===== src/rtl/sacn_pkg.sv =====
// shared types and constants for the set-associative nru cache lookup
// no dependencies; imported by every rtl module of the block except sacn_ram
`default_nettype none
package sacn_pkg;

    localparam int TAG_W   = 32;
    localparam int MISS_W  = 32;
    localparam int CFG_W   = 4;
    localparam int EFF_W   = 5;
    localparam int PADDR_W = 3;
    localparam int PDATA_W = 32;

    // register index codes, taken from paddr[2]
    localparam logic REG_INDEX_BITS  = 1'b0;
    localparam logic REG_WAYS_IN_USE = 1'b1;

    localparam logic [CFG_W-1:0] INDEX_BITS_RESET  = 4'd6;
    localparam logic [CFG_W-1:0] WAYS_IN_USE_RESET = 4'd4;

    // effective geometry after clamping
    typedef struct packed {
        logic [EFF_W-1:0] index_bits;
        logic [EFF_W-1:0] ways;
    } cfg_t;

endpackage
`default_nettype wire


===== src/rtl/sacn_decide.sv =====
// per-set way compare, hit detection and nru victim selection
// depends on sacn_pkg
`default_nettype none
module sacn_decide
    import sacn_pkg::*;
#(
    parameter int MAX_WAYS = 8
) (
    input  wire cfg_t                            cfg,
    input  wire logic [TAG_W-1:0]                tag,
    input  wire logic [MAX_WAYS-1:0][TAG_W-1:0]  way_tags,
    input  wire logic [MAX_WAYS-1:0]             valid_in,
    input  wire logic [MAX_WAYS-1:0]             nru_in,
    output logic                                 hit,
    output logic      [MAX_WAYS-1:0]             victim_oh,
    output logic      [MAX_WAYS-1:0]             valid_out,
    output logic      [MAX_WAYS-1:0]             nru_out
);
    logic [MAX_WAYS-1:0] in_use;
    logic [MAX_WAYS-1:0] match;
    logic [MAX_WAYS-1:0] hit_oh;
    logic [MAX_WAYS-1:0] cand;
    logic [MAX_WAYS-1:0] cand_oh;
    logic [MAX_WAYS-1:0] way0_oh;

    always_comb
    begin
        for (int w = 0; w < MAX_WAYS; w++)
        begin
            in_use[w] = EFF_W'(w) < cfg.ways;
            match[w]  = in_use[w] & valid_in[w] & (way_tags[w] == tag);
        end
    end

    assign way0_oh = MAX_WAYS'(1);
    assign hit     = |match;
    // lowest set bit isolates the first matching / first not-recent way
    assign hit_oh  = match & (~match + MAX_WAYS'(1));
    assign cand    = in_use & nru_in;
    assign cand_oh = cand & (~cand + MAX_WAYS'(1));

    always_comb
    begin
        victim_oh = '0;
        valid_out = valid_in;
        nru_out   = nru_in;
        if (hit)
        begin
            nru_out = nru_in & ~hit_oh;
        end
        else if (|cand)
        begin
            victim_oh = cand_oh;
            valid_out = valid_in | cand_oh;
            nru_out   = nru_in & ~cand_oh;
        end
        else
        begin
            // every way in use recently used: reset marks, replace way 0
            victim_oh = way0_oh;
            valid_out = valid_in | way0_oh;
            nru_out   = (nru_in | in_use) & ~way0_oh;
        end
    end
endmodule
`default_nettype wire


===== config.mk =====
export PLATFORM = sky130hd
export DESIGN_NAME = sacn_decide
export DESIGN_NICKNAME = d
export VERILOG_FILES = /design/src/rtl/sacn_pkg.sv /design/src/rtl/sacn_decide.sv
export SDC_FILE = /design/constraint.sdc
export NUM_CORES = 1
export LEC_CHECK = 0
export ABC_AREA = 1
export BUFFER_PORTS_ARGS = -buffer_cell sky130_fd_sc_hd__buf_2
export CAP_MARGIN = 20
export CORE_AREA = 3 3 132 134
export DETAILED_ROUTE_END_ITERATION = 12
export DIE_AREA = 0 0 135 137
export PLACE_DENSITY = 0.8
export SYNTH_ARGS = -nofsm -noshare
export SYNTH_HDL_FRONTEND = slang
export SYNTH_SLANG_ARGS = --single-unit

===== constraint.sdc =====
create_clock -name vclk -period 2.4
set_input_delay 0.12 -clock vclk [all_inputs]
set_output_delay 0.12 -clock vclk [all_outputs]
set_load 0.01 [all_outputs]

# Yosys cells after proc, flatten, opt, wreduce, memory -nomap -nowiden
# Index checks and enable logic that the tools add are counted.
[totals] wordCells=53 regBits=0 inputBits=314
[classes] n_eq_ne=8 n_mux=6 reduce_logical=2 order_cmp=8 bitwise=27 add_sub_neg=2
[ops] op="$eq A32 B32 Y1" n=8
[ops] op="$mux W8" n=6
[ops] op="$and A8 B8 Y8" n=5
[ops] op="$not A8 Y8" n=4
[ops] op="$lt A3 B5 Y1 const A" n=4
[ops] op="$add A8 B1 Y8 const B" n=2
[ops] op="$and A1 B1 Y1" n=16
[ops] op="$or A8 B8 Y8" n=2
[ops] op="$reduce_or A8 Y1" n=2
[ops] op="$lt A1 B5 Y1 const A" n=2
[ops] op="$lt A2 B5 Y1 const A" n=2

# Longest topological paths before layout
[depth] word_depth=9 ltp_mapped=17 ltp_nobuf=16

# Worst setup path after synthesis
# OpenSTA, ideal clock, no wires.
[synth_timing] path_type="input to output" start="input port tag[27]" end="output port nru_out[6]" path_slack_ns=0.804 required_ns=2.280 n_path_buf=1 path_stages=13 arrival_ns=1.476 cell_sequence="buf_2 inv_2 or2_2 nand2_1 nor2_1 nand2_1 nor2_1 nand3_1 nor2_1 nor2_1 nand3_2 nor2_1 a21oi_1"
[synth_via] elab_chain_cells=8 word_cells_on_any_way=23 cone_classes="1 x add/sub; 8 x eq/ne; 1 x mux; 12 x bitwise; 1 x reduce/logical"
[synth_rtl] item="from (decl)" line_no="sacn_decide.sv:10" rtl="input wire logic [TAG_W-1:0] tag,"
[synth_rtl] item="$eq A32 B32 Y1" line_no="sacn_decide.sv:31" rtl="match[w] = in_use[w] & valid_in[w] & (way_tags[w] == tag);"
[synth_rtl] item="$and A1 B1 Y1" line_no="sacn_decide.sv:31"
[synth_rtl] item="$not A8 Y8" line_no="sacn_decide.sv:38" rtl="assign hit_oh = match & (~match + MAX_WAYS'(1));"
[synth_rtl] item="$add A8 B1 Y8" line_no="sacn_decide.sv:38"
[synth_rtl] item="$and A8 B8 Y8" line_no="sacn_decide.sv:38"
[synth_rtl] item="$not A8 Y8" line_no="sacn_decide.sv:49" rtl="nru_out = nru_in & ~hit_oh;"
[synth_rtl] item="$and A8 B8 Y8" line_no="sacn_decide.sv:49"
[synth_rtl] item="$mux W8 *" line_no="sacn_decide.sv:47" rtl="if (hit)"
[synth_rtl] item="to (decl)" line_no="sacn_decide.sv:17" rtl="output logic [MAX_WAYS-1:0] nru_out"
# Every way passes the cells marked *; elsewhere a longest branch is shown, timed or not.

# Worst setup path in the final report
[layout_timing] start="input port cfg[4] (netlist name)" end="output port victim_oh[0]"
[layout_via] elab_chain_cells=7 word_cells_on_any_way=32 cone_classes="1 x add/sub; 8 x order compare; 2 x mux; 19 x bitwise; 2 x reduce/logical"
[layout_rtl] item="from (decl)" line_no="sacn_decide.sv:9" rtl="input wire cfg_t cfg,"
[layout_rtl] item="$lt A1 B5 Y1" line_no="sacn_decide.sv:30" rtl="in_use[w] = EFF_W'(w) < cfg.ways;"
[layout_rtl] item="$and A8 B8 Y8" line_no="sacn_decide.sv:39" rtl="assign cand = in_use & nru_in;"
[layout_rtl] item="$not A8 Y8" line_no="sacn_decide.sv:40" rtl="assign cand_oh = cand & (~cand + MAX_WAYS'(1));"
[layout_rtl] item="$add A8 B1 Y8" line_no="sacn_decide.sv:40"
[layout_rtl] item="$and A8 B8 Y8" line_no="sacn_decide.sv:40"
[layout_rtl] item="$mux W8" line_no="sacn_decide.sv:51" rtl="else if (|cand)"
[layout_rtl] item="$mux W8 *" line_no="sacn_decide.sv:47"
[layout_rtl] item="to (decl)" line_no="sacn_decide.sv:15" rtl="output logic [MAX_WAYS-1:0] victim_oh,"
# Marks and branches as above.

==> results by group <==
Placement
  • Final HPWL DP: 41.65 mm
  • Buffers added on ports: 334
  • Weighted congestion at the end of routability-driven global placement: 1.147

Logic synthesis
  • Post-synthesis instance total: 1756
  • Seq/Total Area, Yosys: 0%
  • Number of distinct library cells after synthesis: 34
  • Synth Net Count: 2070
  • Mapped Area: 7990 um2
  • Number of warning messages in the yosys log: 0
  • Synth Area per Inst: 4.550 um2

Global routing
  • Initial antenna violation count: 4
  • Number of global-route vias before repair: 12380
  • First-pass GRT wire length: 68.99 mm
  • GR Util All Layers: 49.78%
  • Maximum number of pins on one net before global-route repair: 11
  • GRT Residual Overflow: 0

Setup path
  • Crit-path max cell delay: 0.38 ns
  • Setup Crit Path Kind: in -> out
  • Slowest cell on the critical path: sky130_fd_sc_hd__nor3_1
  • Category of the worst setup path capture point: output port
  • WP data required: 2.28 ns
  • List of cells traversed by the critical path: buf_2 -> nor2_4 -> buf_4 -> o21ai_0 -> inv_1 -> nor2_1 -> nor3_1 -> nand2_2 -> inv_2 -> nor2_1 -> nor2_1 -> buf_2
  • Number of buffers and inverters on the critical path: 5
  • Family with the most delay on the worst path: simple AND/OR/NAND/NOR gates
  • CP arrival: 2.22 ns
  • Critical path launch point type: input pin
  • Highest fanout seen on the critical path: 5
  • Cell occurring most often along the worst timing path: sky130_fd_sc_hd__nor2_1

Die
  • DIE WIDTH: 135 um
  • Initial core utilization: 48.70%
  • Core Region: 16410 um2
  • Floorplan die area: 18500 um2
  • Site Rows: 47
  • Height of the die: 137 um
  • I/O pin total: 339

Final layout
  • # clk buffers: 0
  • Total area of sequential cells: 0 um2
  • Post-layout util: 65.77%
  • Area growth from synthesis to layout: 35.06%
  • Net count of the finished layout: 2512
  • Most common cell after layout, fill and taps aside: sky130_fd_sc_hd__nand2_1
  • Fraction of layout cells with a size suffix above 1: 24.27%
  • Highest-count cells in the layout ignoring fill and taps: sky130_fd_sc_hd__nand2_1 (651), sky130_fd_sc_hd__buf_2 (333), sky130_fd_sc_hd__nor2_1 (314)
  • FF+latch count: 0

Timing
  • Setup TNS after final layout: 0 ns
  • RSZ-0062 raised after global routing: no
  • Portion of the clock cycle consumed by the worst path in the final layout: 97.55%
  • Final hold violations: 0
  • Final setup violating endpoints: 0
  • Min Clock Period, post-route: 2.341 ns
  • Slew headroom: 55.75%
  • Actual transition at the worst max-transition pin: 0.6568 ns
  • Pins Over Slew Limit: 0
  • Maximum operating frequency: 427.1 MHz

Drt
  • DR vias: 13580
  • Drt first-iter violations: 1451
  • Per-cell via count in the routed design: 5.620
  • Count of TritonRoute iterations in the first routing pass: 7
  • Antenna violation net count after detailed routing: 0
  • Detailed-route wire length: 48.63 mm
  • Average detailed-routed wire length per instance: 20.12 um
  • Residual DRC: 0

Status
  • Status: finished, final reports clean

Clock network
  • Number of buffers inserted for hold repair after clock tree synthesis: 0

Job
  • Max capacitance violation total: 0

Worst hold path
  • Hold Crit Class: in -> out
cells by family (layout without fill, tap and decap cells):
group                     after synthesis  after routing  synth area share [%]
buffers and inverters                 287            727                 15.08
xor gates and xnor gates               94             94                 10.30
and+or+nand+nor                      1319           1319                 70.83
other                                   0              1                     0
AOI/OAI and AO/OA                      56             56                 3.790
worst min-delay path, stage by stage:
cell and delay (ns):
sky130_fd_sc_hd__buf_2 0.10, sky130_fd_sc_hd__inv_1 0.04, sky130_fd_sc_hd__nand2_1 0.05, sky130_fd_sc_hd__buf_2 0.12
stage by stage:
step / instances / setup slack [ns] / hold slack [ns] / cell area, um2
6_report: 2417 / 0.05878 / 0.5378 / 10790
2_1_floorplan: 1756 / 0.8041 / 0.3257 / 7990
3_3_place_gp: 2415 / 0.1921 / 0.5427 / 10770
3_5_place_dp: 2415 / 0.09688 / 0.5367 / 10770
4_1_cts: 2415 / 0.09772 / 0.5383 / 10770
5_1_grt: 2416 / 0.0006763 / 0.5574 / 10790
cell type report:
cell class | count | area [um2]
inverter | 256 | 965.9
timing repair buffer | 471 | 2753
antenna | 1 | 2.502
fill | 1704 | 5615
multi-input combinational | 1469 | 6795
tap | 220 | 275.3
layer usage:
layer / vias to the layer above / wire [um] / global-route usage [%]
met1: 5846 / 16530 / 58.80
met3: 275 / 6440 / 8.088
met4: 6 / 4851 / 38.47
li1: 6333 / - / -
met2: 1124 / 20760 / 80.54
met5: - / 42 / 0
synth_stat cells (5+ instances only):
cell type	number	share of area, %
sky130_fd_sc_hd__a21oi_1	5	0.31
sky130_fd_sc_hd__and2_1	32	2.5
sky130_fd_sc_hd__buf_4	22	2.1
sky130_fd_sc_hd__buf_6	5	0.70
sky130_fd_sc_hd__inv_1	235	11
sky130_fd_sc_hd__inv_2	20	0.94
sky130_fd_sc_hd__nand2_1	652	31
sky130_fd_sc_hd__nand2_2	10	0.78
sky130_fd_sc_hd__nand3_1	165	10
sky130_fd_sc_hd__nand3b_1	11	1.0
sky130_fd_sc_hd__nand4_1	77	6.0
sky130_fd_sc_hd__nor2_1	314	15
sky130_fd_sc_hd__nor3_1	16	1.0
sky130_fd_sc_hd__o21ai_0	44	2.8
sky130_fd_sc_hd__or2_1	8	0.63
sky130_fd_sc_hd__or2_2	13	1.0
sky130_fd_sc_hd__xnor2_1	79	8.7
sky130_fd_sc_hd__xor2_1	15	1.6
path summary, 6_finish.rpt:
check / from / to / slack [ns] / cells after the start
max: cfg[4] / victim_oh[0] / 0.06 / 12
min: valid_in[7] / valid_out[7] / 0.54 / 4
repair_timing:
| item | in CTS | in global routing |
|---|---|---|
| buffers inserted | 0 | 1 |
| setup endpoints to repair | 0 | 16 |
| gates resized for setup | 0 | 6 |
