===== config.mk =====
export PLATFORM = sky130hd
export DESIGN_NAME = sacn_cfg
export DESIGN_NICKNAME = d
export VERILOG_FILES = /design/src/rtl/sacn_pkg.sv /design/src/rtl/sacn_cfg.sv
export SDC_FILE = /design/constraint.sdc
export NUM_CORES = 1
export LEC_CHECK = 0
export ABC_CLOCK_PERIOD_IN_PS = 1000
export BUFFER_PORTS_ARGS = -buffer_cell sky130_fd_sc_hd__buf_2
export CAP_MARGIN = 20
export CORE_UTILIZATION = 32
export DETAILED_ROUTE_END_ITERATION = 10
export PLACE_DENSITY = 0.81
export SLEW_MARGIN = 20
export SYNTH_ARGS = -nofsm -noshare
export SYNTH_HDL_FRONTEND = slang
export SYNTH_SLANG_ARGS = --single-unit

===== constraint.sdc =====
create_clock -name clk -period 1 [get_ports clk]
set_input_delay 0.05 -clock clk [delete_from_list [all_inputs] [get_ports clk]]
set_output_delay 0.05 -clock clk [all_outputs]
set_load 0.005 [all_outputs]

===== src/rtl/sacn_pkg.sv =====
// shared types and constants for the set-associative nru cache lookup
// no dependencies; imported by every rtl module of the block except sacn_ram
`default_nettype none
package sacn_pkg;

    localparam int TAG_W   = 32;
    localparam int MISS_W  = 32;
    localparam int CFG_W   = 4;
    localparam int EFF_W   = 5;
    localparam int PADDR_W = 3;
    localparam int PDATA_W = 32;

    // register index codes, taken from paddr[2]
    localparam logic REG_INDEX_BITS  = 1'b0;
    localparam logic REG_WAYS_IN_USE = 1'b1;

    localparam logic [CFG_W-1:0] INDEX_BITS_RESET  = 4'd6;
    localparam logic [CFG_W-1:0] WAYS_IN_USE_RESET = 4'd4;

    // effective geometry after clamping
    typedef struct packed {
        logic [EFF_W-1:0] index_bits;
        logic [EFF_W-1:0] ways;
    } cfg_t;

endpackage
`default_nettype wire


===== src/rtl/sacn_cfg.sv =====
// apb configuration registers and clamping to the effective geometry
// depends on sacn_pkg
`default_nettype none
module sacn_cfg
    import sacn_pkg::*;
#(
    parameter int MAX_INDEX_BITS = 10,
    parameter int MAX_WAYS       = 8
) (
    input  wire logic               clk,
    input  wire logic               rst_n,
    input  wire logic               psel,
    input  wire logic               penable,
    input  wire logic               pwrite,
    input  wire logic [PADDR_W-1:0] paddr,
    input  wire logic [PDATA_W-1:0] pwdata,
    output logic      [PDATA_W-1:0] prdata,
    output logic                    pready,
    output cfg_t                    cfg
);
    logic [CFG_W-1:0] index_bits_reg, index_bits_next;
    logic [CFG_W-1:0] ways_reg, ways_next;
    logic             wr_en;

    assign pready = 1'b1;
    assign wr_en  = psel & penable & pwrite & pready;

    always_comb
    begin
        index_bits_next = index_bits_reg;
        ways_next       = ways_reg;
        if (wr_en)
        begin
            case (paddr[2])
                REG_INDEX_BITS:  index_bits_next = pwdata[CFG_W-1:0];
                REG_WAYS_IN_USE: ways_next       = pwdata[CFG_W-1:0];
                default:         ;
            endcase
        end
    end

    always_ff @(posedge clk or negedge rst_n)
    begin
        if (!rst_n)
        begin
            index_bits_reg <= INDEX_BITS_RESET;
            ways_reg       <= WAYS_IN_USE_RESET;
        end
        else
        begin
            index_bits_reg <= index_bits_next;
            ways_reg       <= ways_next;
        end
    end

    always_comb
    begin
        case (paddr[2])
            REG_INDEX_BITS:  prdata = PDATA_W'(index_bits_reg);
            REG_WAYS_IN_USE: prdata = PDATA_W'(ways_reg);
            default:         prdata = '0;
        endcase
    end

    // clamp: index count to the built maximum, ways to 1..max
    always_comb
    begin
        if ({1'b0, index_bits_reg} > EFF_W'(MAX_INDEX_BITS))
        begin
            cfg.index_bits = EFF_W'(MAX_INDEX_BITS);
        end
        else
        begin
            cfg.index_bits = {1'b0, index_bits_reg};
        end
        if (ways_reg == '0)
        begin
            cfg.ways = EFF_W'(1);
        end
        else if ({1'b0, ways_reg} > EFF_W'(MAX_WAYS))
        begin
            cfg.ways = EFF_W'(MAX_WAYS);
        end
        else
        begin
            cfg.ways = {1'b0, ways_reg};
        end
    end
endmodule
`default_nettype wire


* Yosys cells after proc, flatten, opt, wreduce, memory -nomap -nowiden
Cells that the tools add are included.
Widths: inputs -> output; s select.
** Cells by class
- Bitwise operators :: 3
- Reductions and logical operators :: 3
- Multiplexer cells :: 4
- Magnitude comparators :: 2
** Operators with widths (number)
- $pmux 32 s2 :: 1
- $mux 4 :: 3
- $gt 4x4->1 const B :: 2
- $logic_not 4->1 :: 1
- $reduce_and 2->1 :: 2
- $and 1x1->1 :: 2
- $not 1->1 :: 1
** Storage, ports and cells
- Input port bits :: 40
- Register bits :: 8

* Logic depth before layout (Yosys ltp)
Gate-level depths: netlist of run 1.
- Depth in word-level cells :: 3
- Mapped depth :: 2
- Gate-level depth less buffers :: 2

* Worst setup path after synthesis of run 1
No wires, ideal clock.
- Kind :: reg-to-output
- From :: register index_bits_reg[2]
- To :: output cfg[5] in the netlist's numbering
- Slack :: 0.197 ns
- Arrival :: 0.753 ns
- Path buffers :: 0
- Cell stages (with the launch flop) :: 3
- Path through :: dfstp_2 > o21ai_0 > and2_1
** RTL lines
- start: declaration :: RTL line sacn_cfg.sv:21 : logic [CFG_W-1:0] index_bits_reg, index_bits_next;
- start signal: assignment :: RTL line sacn_cfg.sv:51 : index_bits_reg <= index_bits_next;
- end: declaration :: RTL line sacn_cfg.sv:19 : output cfg_t cfg

==> impl_metrics.ini, run 1 <==
[status]
outcome = finished with violations
violations = negative setup slack

[worst_hold_path]
hold_end = ways_reg[3]$_DFFE_PN0P_
whs_path_depth = 2
min_from = pwdata[3]
hold_path_class = primary input to flop

[detailed_routing]
first_iter_violations = 1
drt-wirelength-per-cell_um = 9.47
met2RoutedLength_um = 554
topRoutingLayerUsed = met4
via_per_inst = 3.80
vias = 441
routed_wl_um = 1100
met1_length_um = 419
drc_errors = 0
detail-route-antenna-nets = 0
drt_pass1_iterations = 4
wl_met3_um = 98

[yosys]
avgSynthCellArea_um2 = 10.4
ys_types = 14
synth-seq-cells = 8
syn-cell-area_um2 = 674
synth-seq-area-share = 0.302
ys_warn_count = 0
postSynthCellCount = 65

[setup_path]
critical_path.endpoint_type = output port
setup.worst_path.start_class = flop
r2r_slack_ns = 0.11
crit_family = flip-flops
crit_slowest_cell = dfstp_2
critical_path_class = flop to output port
cp_cell_sequence = o21ai_1 > and2_1 > buf_2
crit_arrival_ns = 1.13
r2r_start = ways_reg[3]$_DFFE_PN0P_
critPathMaxStageDelay_ns = 0.56
cp.buffers_inverters = 1
r2r_end = ways_reg[3]$_DFFE_PN0P_
reg2regPathDepth = 2
cp.required_ns = 0.95
path_max_fanout = 5

[power_and_ir_drop]
peakVddDrop_mv = 0.936
p_per_area_mw_per_mm2 = 1610
leakage_uw = 0.000416

[sta]
rsz0062_at_grt = true
clock.fmax_mhz = 850
finalSetupTns_ns = -1.05
fin_crit_ns = 1.18
fin_crit_sh = 1.18
clock_skew_ns = 0
whs_ns = 0.0382
layout_setup_ws_ns = -0.177
hold_violations = 0
final_max_slew_viol_count = 0
setup_viol = 10

[finish]
final_nets = 130
fill_cells = 220
final_area_um2 = 757
syn2layout_area_growth_pct = 12.2
drive_gt1_frac = 0.494
antennaDiodeCount = 0
postLayoutCoreUtil = 0.386

[die]
coreArea_mm2 = 0.00196
dieHeight_um = 47.9
rows = 16
ioPinCount = 83
die_area_mm2 = 0.00229
initial_core_util = 0.344
die_w_um = 47.9

[clocking]
htree_levels = 1
clkSinkCount = 8
clkTransAtPathRegs_ns = 0.06
clock-root-buffer = clkbuf_4
tritoncts = done
cts_buffers = 3
clk_latency_ns = 0.26
clock_path_buffers = 2

[placed_design]
place_ws_ns = 0.0588
place.detailed.hpwl_um = 868
placed_area_um2 = 682
port_buffers = 21
finalWeightedCongestion = 0.794

[grt]
grt_use_total = 0.106
grt_max_degree = 9
grt_pass1_wl_um = 1590
first_global_vias = 393
antenna_found_initial = 0
overflow = 0

[job]
cap_violations = 0
## kinds of logic (layout without fill, tap and decap cells)
logic type,Yosys count,in the layout,synth area share
AOI/OAI and AO/OA,3,3,0.0334
buffers and inverters,33,28,0.356
other,2,31,0.0111
and+or+nand+nor,7,7,0.0965
muxes,12,12,0.200
DFF,8,8,0.302
## power by group
part	switching, µW	internal (µW)
logic	176	282
clock network	121	153
registers	67.3	417
total	364	852
## final cells by class
type	count	area, µm²	area share
repair buffers	24	146	0.193
multi-input cells	53	347	0.458
clock buffers	4	26.3	0.0347
well taps	27	33.8	0.0446
flip-flops and latches	8	204	0.269
## worst register-to-register path, stage by stage (launching register included)
cell and delay, ns:
dfrtp_1 0.39, buf_6 0.13, mux2_2 0.25
## Yosys cell counts
cell type  number  area share
buf_4          31        0.35
mux2_2         12        0.20
dfrtp_1         5        0.19
dfstp_2         3        0.12
nor2b_1         3       0.028
clkbuf_1        2       0.011
conb_1          2       0.011
a21o_1          1       0.011
and2_1          1      0.0093
nand4_2         1       0.019
nand4b_4        1       0.035
nor2_1          1      0.0056
o21ai_0         1      0.0074
o21ba_2         1       0.015
## cell usage in the layout, fill, tap and decap left out
cell,synthesis,layout
nand4b_4,1,1
mux2_4,0,2
dfrtp_1,5,5
o21ba_2,1,1
buf_4,31,1
dlygate4sd3_1,0,1
nor2b_1,3,3
buf_2,0,19
dfstp_2,3,3
conb_1,2,31
and2_1,1,1
nor2_1,1,1
clkbuf_1,2,1
a21o_1,1,1
nand4_2,1,1
o21ai_1,0,1
mux2_2,12,10
buf_6,0,3
clkbuf_4,0,3
## metrics by stage
| stage | total power (µW) | instances |
|---|---|---|
| floorplan | 784 | 94 |
| global placement | 856 | 109 |
| detailed placement | 867 | 109 |
| CTS | 1210 | 116 |
| global route | 1310 | 116 |
| finish | 1220 | 116 |
## metal layers
layer	GRT usage	vias to the layer above
met5	0	-
met4	0.100	0
met3	0.0151	4
met2	0.181	38
met1	0.109	202
li1	-	197
## how the worst max path moves through the flow
stage	from	endpoint	slack, ns	cells past startpoint
after floorplan	index_bits_reg[2]$_DFFE_PN1P_	cfg[5]	0.20	2
after global placement	index_bits_reg[2]$_DFFE_PN1P_	cfg[5]	0.06	3
after detailed placement	index_bits_reg[2]$_DFFE_PN1P_	cfg[5]	0.06	3
after CTS	index_bits_reg[2]$_DFFE_PN1P_	cfg[5]	-0.18	3
after global routing	index_bits_reg[2]$_DFFE_PN1P_	cfg[5]	-0.21	3
final	index_bits_reg[2]$_DFFE_PN1P_	cfg[5]	-0.18	3
## what timing repair did
action,CTS,global route
pin swaps,2,0
hold endpoints to repair,8,0
setup endpoints to repair,9,11
setup buffers,2,0
resized for setup,4,2
hold buffers,1,0
(Power assumes the default switching activity.)
==> run 2: changes to the inputs <==
--- a/config.mk
+++ b/config.mk
@@ -11,7 +11,7 @@
 export CORE_UTILIZATION = 32
 export DETAILED_ROUTE_END_ITERATION = 10
 export PLACE_DENSITY = 0.81
-export SLEW_MARGIN = 20
+export REMOVE_ABC_BUFFERS = 1
 export SYNTH_ARGS = -nofsm -noshare
 export SYNTH_HDL_FRONTEND = slang
 export SYNTH_SLANG_ARGS = --single-unit
==> run 2 against run 1 <==
The flow still finishes with violations (negative setup slack). Clock power fell by 1%. Clock skew did not move. Die area did not move. First-iteration DRC count fell by 100%. Maximum frequency rose by 0.28%. Largest cell class unchanged. Largest power group unchanged.
==> impl_metrics.ini, run 2 (synthesized netlist as in run 1, its figures left out) <==
[job]
cap_violations = 0

[clocking]
cts_buffers = 3
htree_levels = 1
clock-root-buffer = clkbuf_4
clk_latency_ns = 0.25
clock_path_buffers = 2
clkTransAtPathRegs_ns = 0.05
tritoncts = done
clkSinkCount = 8

[detailed_routing]
via_per_inst = 3.75
drt-wirelength-per-cell_um = 9.54
drt_pass1_iterations = 1
routed_wl_um = 1110
vias = 435
drc_errors = 0
first_iter_violations = 0
detail-route-antenna-nets = 0

[grt]
antenna_found_initial = 0
use_met1 = 0.114
grt_use_met3 = 0.0642
grt_max_degree = 9
busiest_layer = met2
grt_use_total = 0.112
first_global_vias = 333
grt_pass1_wl_um = 1550
grt_use_met2 = 0.178
overflow = 0

[sta]
hold_violations = 0
setup_viol = 10
clock_skew_ns = 0
fin_crit_sh = 1.17
fin_crit_ns = 1.17
final_max_slew_viol_count = 0
layout_setup_ws_ns = -0.174
rsz0062_at_grt = true
clock.fmax_mhz = 852
finalSetupTns_ns = -1.10

[power_and_ir_drop]
leakage_uw = 0.000424
peakVddDrop_mv = 0.484
p_per_area_mw_per_mm2 = 1610

[finish]
syn2layout_area_growth_pct = 15.4
antennaDiodeCount = 0
mostFrequentLayoutCells = conb_1, buf_2, mux2_2
final_area_um2 = 778
fill_cells = 205
postLayoutCoreUtil = 0.397
final_nets = 130
final_common_cell = conb_1
drive_gt1_frac = 0.506

[placed_design]
placed_area_um2 = 682
place.detailed.hpwl_um = 859
finalWeightedCongestion = 0.708
port_buffers = 21
place_ws_ns = 0.0451

[setup_path]
setup.worst_path.start_class = flop
critical_path_class = flop to output port
cp.required_ns = 0.95
crit_arrival_ns = 1.12
critical_path.endpoint_type = output port
path_max_fanout = 5

[die]
die_w_um = 47.9
die_area_mm2 = 0.00229
dieHeight_um = 47.9
rows = 16
initial_core_util = 0.344
ioPinCount = 83
coreArea_mm2 = 0.00196

[status]
violations = negative setup slack
outcome = finished with violations

[worst_hold_path]
hold_path_class = primary input to flop
run 2: cell counts in the layout (fill, tap and decap cells not counted):
Identical to the previous run, type by type.
run 2: repair_timing:
item,4_1_cts,5_1_grt
hold buffers,1,0
gates resized for setup,7,4
endpoints found under the hold margin,8,0
setup endpoints to repair,9,11
buffers inserted,2,0
pin swaps,3,1
run 2: per-layer routing:
metal / vias up / wire [µm] / share of wire
met5: - / 0 / 0
met4: 0 / 14 / 0.013
li1: 196 / - / -
met2: 41 / 514 / 0.46
met3: 2 / 162 / 0.15
met1: 196 / 416 / 0.38
run 2: where the power goes:
part | internal [µW] | switching, µW
registers | 419 | 77.3
logic | 314 | 175
clock network | 153 | 117
run 2: stage by stage:
step                cells  power [µW]  hold slack (ns)
floorplan              61         686           -0.246
global placement      109         859           -0.108
global route          116        1370           0.0290
finish                116        1250           0.0377
detailed placement    109         870          -0.0992
CTS                   116        1250           0.0267
run 2: final cells by class:
class                      instances  area (µm²)  area share
tap                               27        33.8      0.0434
multi-input combinational         53         350       0.450
clock buffer                       4        26.3      0.0338
sequential                         8         205       0.264
timing repair buffer              24         163       0.209
run 2: path summary, 6_finish.rpt:
check                                                    from                             to  slack (ns)  cells past startpoint
worst max-delay path            index_bits_reg[2]$_DFFE_PN1P_                         cfg[5]       -0.17                      3
max in group asynchronous                               rst_n  index_bits_reg[2]$_DFFE_PN1P_        0.59                      2
worst min register to register        ways_reg[0]$_DFFE_PN0P_        ways_reg[0]$_DFFE_PN0P_        0.54                      1
worst max register to register        ways_reg[1]$_DFFE_PN0P_        ways_reg[1]$_DFFE_PN0P_        0.10                      2
min in group asynchronous                               rst_n        ways_reg[3]$_DFFE_PN0P_        0.17                      2
worst min-delay path                                pwdata[0]  index_bits_reg[0]$_DFFE_PN0P_        0.04                      2
run 2: worst max-delay path, stage by stage (launching register included):
cell     delay (ns)
dfstp_2        0.56
o21ai_1        0.06
and2_1         0.13
buf_2          0.12
==> run 3: changes to the inputs <==
--- a/config.mk
+++ b/config.mk
@@ -11,6 +11,7 @@
 export CORE_UTILIZATION = 32
 export DETAILED_ROUTE_END_ITERATION = 10
 export PLACE_DENSITY = 0.81
+export RECOVER_POWER = 25
 export REMOVE_ABC_BUFFERS = 1
 export SYNTH_ARGS = -nofsm -noshare
 export SYNTH_HDL_FRONTEND = slang
==> run 3 against run 2 <==
The run still ends with negative setup slack left. Clock power about the same. Sequential power about the same. Count of clock-buffer cells in the layout unchanged. Die area unchanged. Maximum frequency unchanged. Via count unchanged. Register-to-register slack about the same. Non-clock buffer count unchanged. Final area down 0.16%. Critical path type unchanged. Largest cell class unchanged. Largest power group unchanged.
==> impl_metrics.ini, run 3 (synthesized netlist as in run 1, its figures left out) <==
[sta]
whs_ns = 0.0377
fin_crit_ns = 1.17
setup_viol = 10
clock_skew_ns = 0
hold_violations = 0
rsz0062_at_grt = true
layout_setup_ws_ns = -0.174
final_max_slew_viol_count = 0
clock.fmax_mhz = 852
fin_crit_sh = 1.17

[status]
outcome = finished with violations
violations = negative setup slack

[finish]
multi_input_comb_area_um2 = 350
drive_gt1_frac = 0.494
syn2layout_area_growth_pct = 15.2
fill_cells = 206
antennaDiodeCount = 0
regArea_um2 = 205
final_common_cell = conb_1
mostFrequentLayoutCells = conb_1, buf_2, mux2_2
final_nets = 130

[power_and_ir_drop]
p_per_area_mw_per_mm2 = 1610
peakVddDrop_mv = 0.484
leakage_uw = 0.000422

[clocking]
clkSinkCount = 8
tritoncts = done
cts_buffers = 3
clock_path_buffers = 2
clkTransAtPathRegs_ns = 0.05
clock-root-buffer = clkbuf_4
htree_levels = 1
clk_latency_ns = 0.25

[setup_path]
setup.worst_path.start_class = flop
crit_arrival_ns = 1.12
reg2regPathDepth = 2
critical_path.endpoint_type = output port
r2r_end = ways_reg[1]$_DFFE_PN0P_
cp.required_ns = 0.95
path_max_fanout = 5
r2r_start = ways_reg[1]$_DFFE_PN0P_
critical_path_class = flop to output port
r2r_slack_ns = 0.10

[detailed_routing]
drc_errors = 0
vias = 435
drt_pass1_iterations = 1
routed_wl_um = 1110
detail-route-antenna-nets = 0
drt-wirelength-per-cell_um = 9.53
via_per_inst = 3.75
first_iter_violations = 0

[grt]
first_global_vias = 333
grt_max_degree = 9
overflow = 0
grt_use_total = 0.112
grt_pass1_wl_um = 1550
antenna_found_initial = 0

[job]
cap_violations = 0

[die]
ioPinCount = 83
die_area_mm2 = 0.00229
die_w_um = 47.9
initial_core_util = 0.344
dieHeight_um = 47.9
rows = 16
coreArea_mm2 = 0.00196

[worst_hold_path]
hold_path_class = primary input to flop
min_from = pwdata[0]
hold_end = index_bits_reg[0]$_DFFE_PN0P_
whs_path_depth = 2

[placed_design]
place.detailed.hpwl_um = 859
place_ws_ns = 0.0451
port_buffers = 21
finalWeightedCongestion = 0.708
==> run 3: what timing repair did <==
item                                   in CTS  in global routing
pin swaps                                   3                  1
setup endpoints to repair                   9                 11
endpoints found under the hold margin       8                  0
buffers inserted                            2                  0
gates resized for setup                     7                  4
hold buffers                                1                  0
==> run 3: where the power goes <==
part | switching [µW] | internal [µW] | leakage (µW)
Sequential | 77.3 | 419 | 0.0000904
Clock | 117 | 153 | 0.0000150
Combinational | 175 | 313 | 0.000316
==> run 3: layout make-up <==
type                    instances  share of cell area
repair buffers                 24               0.208
multi-input cells              53               0.451
flip-flops and latches          8               0.264
well taps                      27              0.0435
clock buffers                   4              0.0338
==> run 3: how the worst max path moves through the flow <==
stage | startpoint | end | slack [ns] | cells past startpoint
3_5_place_dp | index_bits_reg[2]$_DFFE_PN1P_ | cfg[5] | 0.05 | 3
4_1_cts | index_bits_reg[2]$_DFFE_PN1P_ | cfg[5] | -0.20 | 3
2_1_floorplan | index_bits_reg[2]$_DFFE_PN1P_ | cfg[5] | 0.20 | 2
3_3_place_gp | index_bits_reg[2]$_DFFE_PN1P_ | cfg[5] | 0.05 | 3
6_report | index_bits_reg[2]$_DFFE_PN1P_ | cfg[5] | -0.17 | 3
5_1_grt | index_bits_reg[2]$_DFFE_PN1P_ | cfg[5] | -0.25 | 3
==> run 3: routing by layer <==
| metal | global-route usage | share of wire | up-vias |
|---|---|---|---|
| li1 | - | - | 196 |
| met1 | 0.114 | 0.37 | 196 |
| met2 | 0.178 | 0.47 | 41 |
| met3 | 0.0642 | 0.15 | 2 |
| met4 | 0.0667 | 0.013 | 0 |
| met5 | 0 | 0 | - |
==> run 3: worst max-delay path, cell delays in order (launching register included) <==
cell and delay, ns:
dfstp_2 0.56, o21ai_1 0.06, and2_1 0.13, buf_2 0.12
==> run 3: per-stage QoR <==
| stage | TNS, ns | cells | total power (µW) | util | instance area (µm²) |
|---|---|---|---|---|---|
| after global placement | 0 | 109 | 859 | 0.348 | 682 |
| after global routing | -1.65 | 116 | 1370 | 0.396 | 777 |
| after floorplan | 0 | 61 | 686 | - | 543 |
| final | -1.10 | 116 | 1250 | 0.396 | 777 |
| after CTS | -1.26 | 116 | 1250 | 0.389 | 763 |
| after detailed placement | 0 | 109 | 870 | 0.348 | 682 |
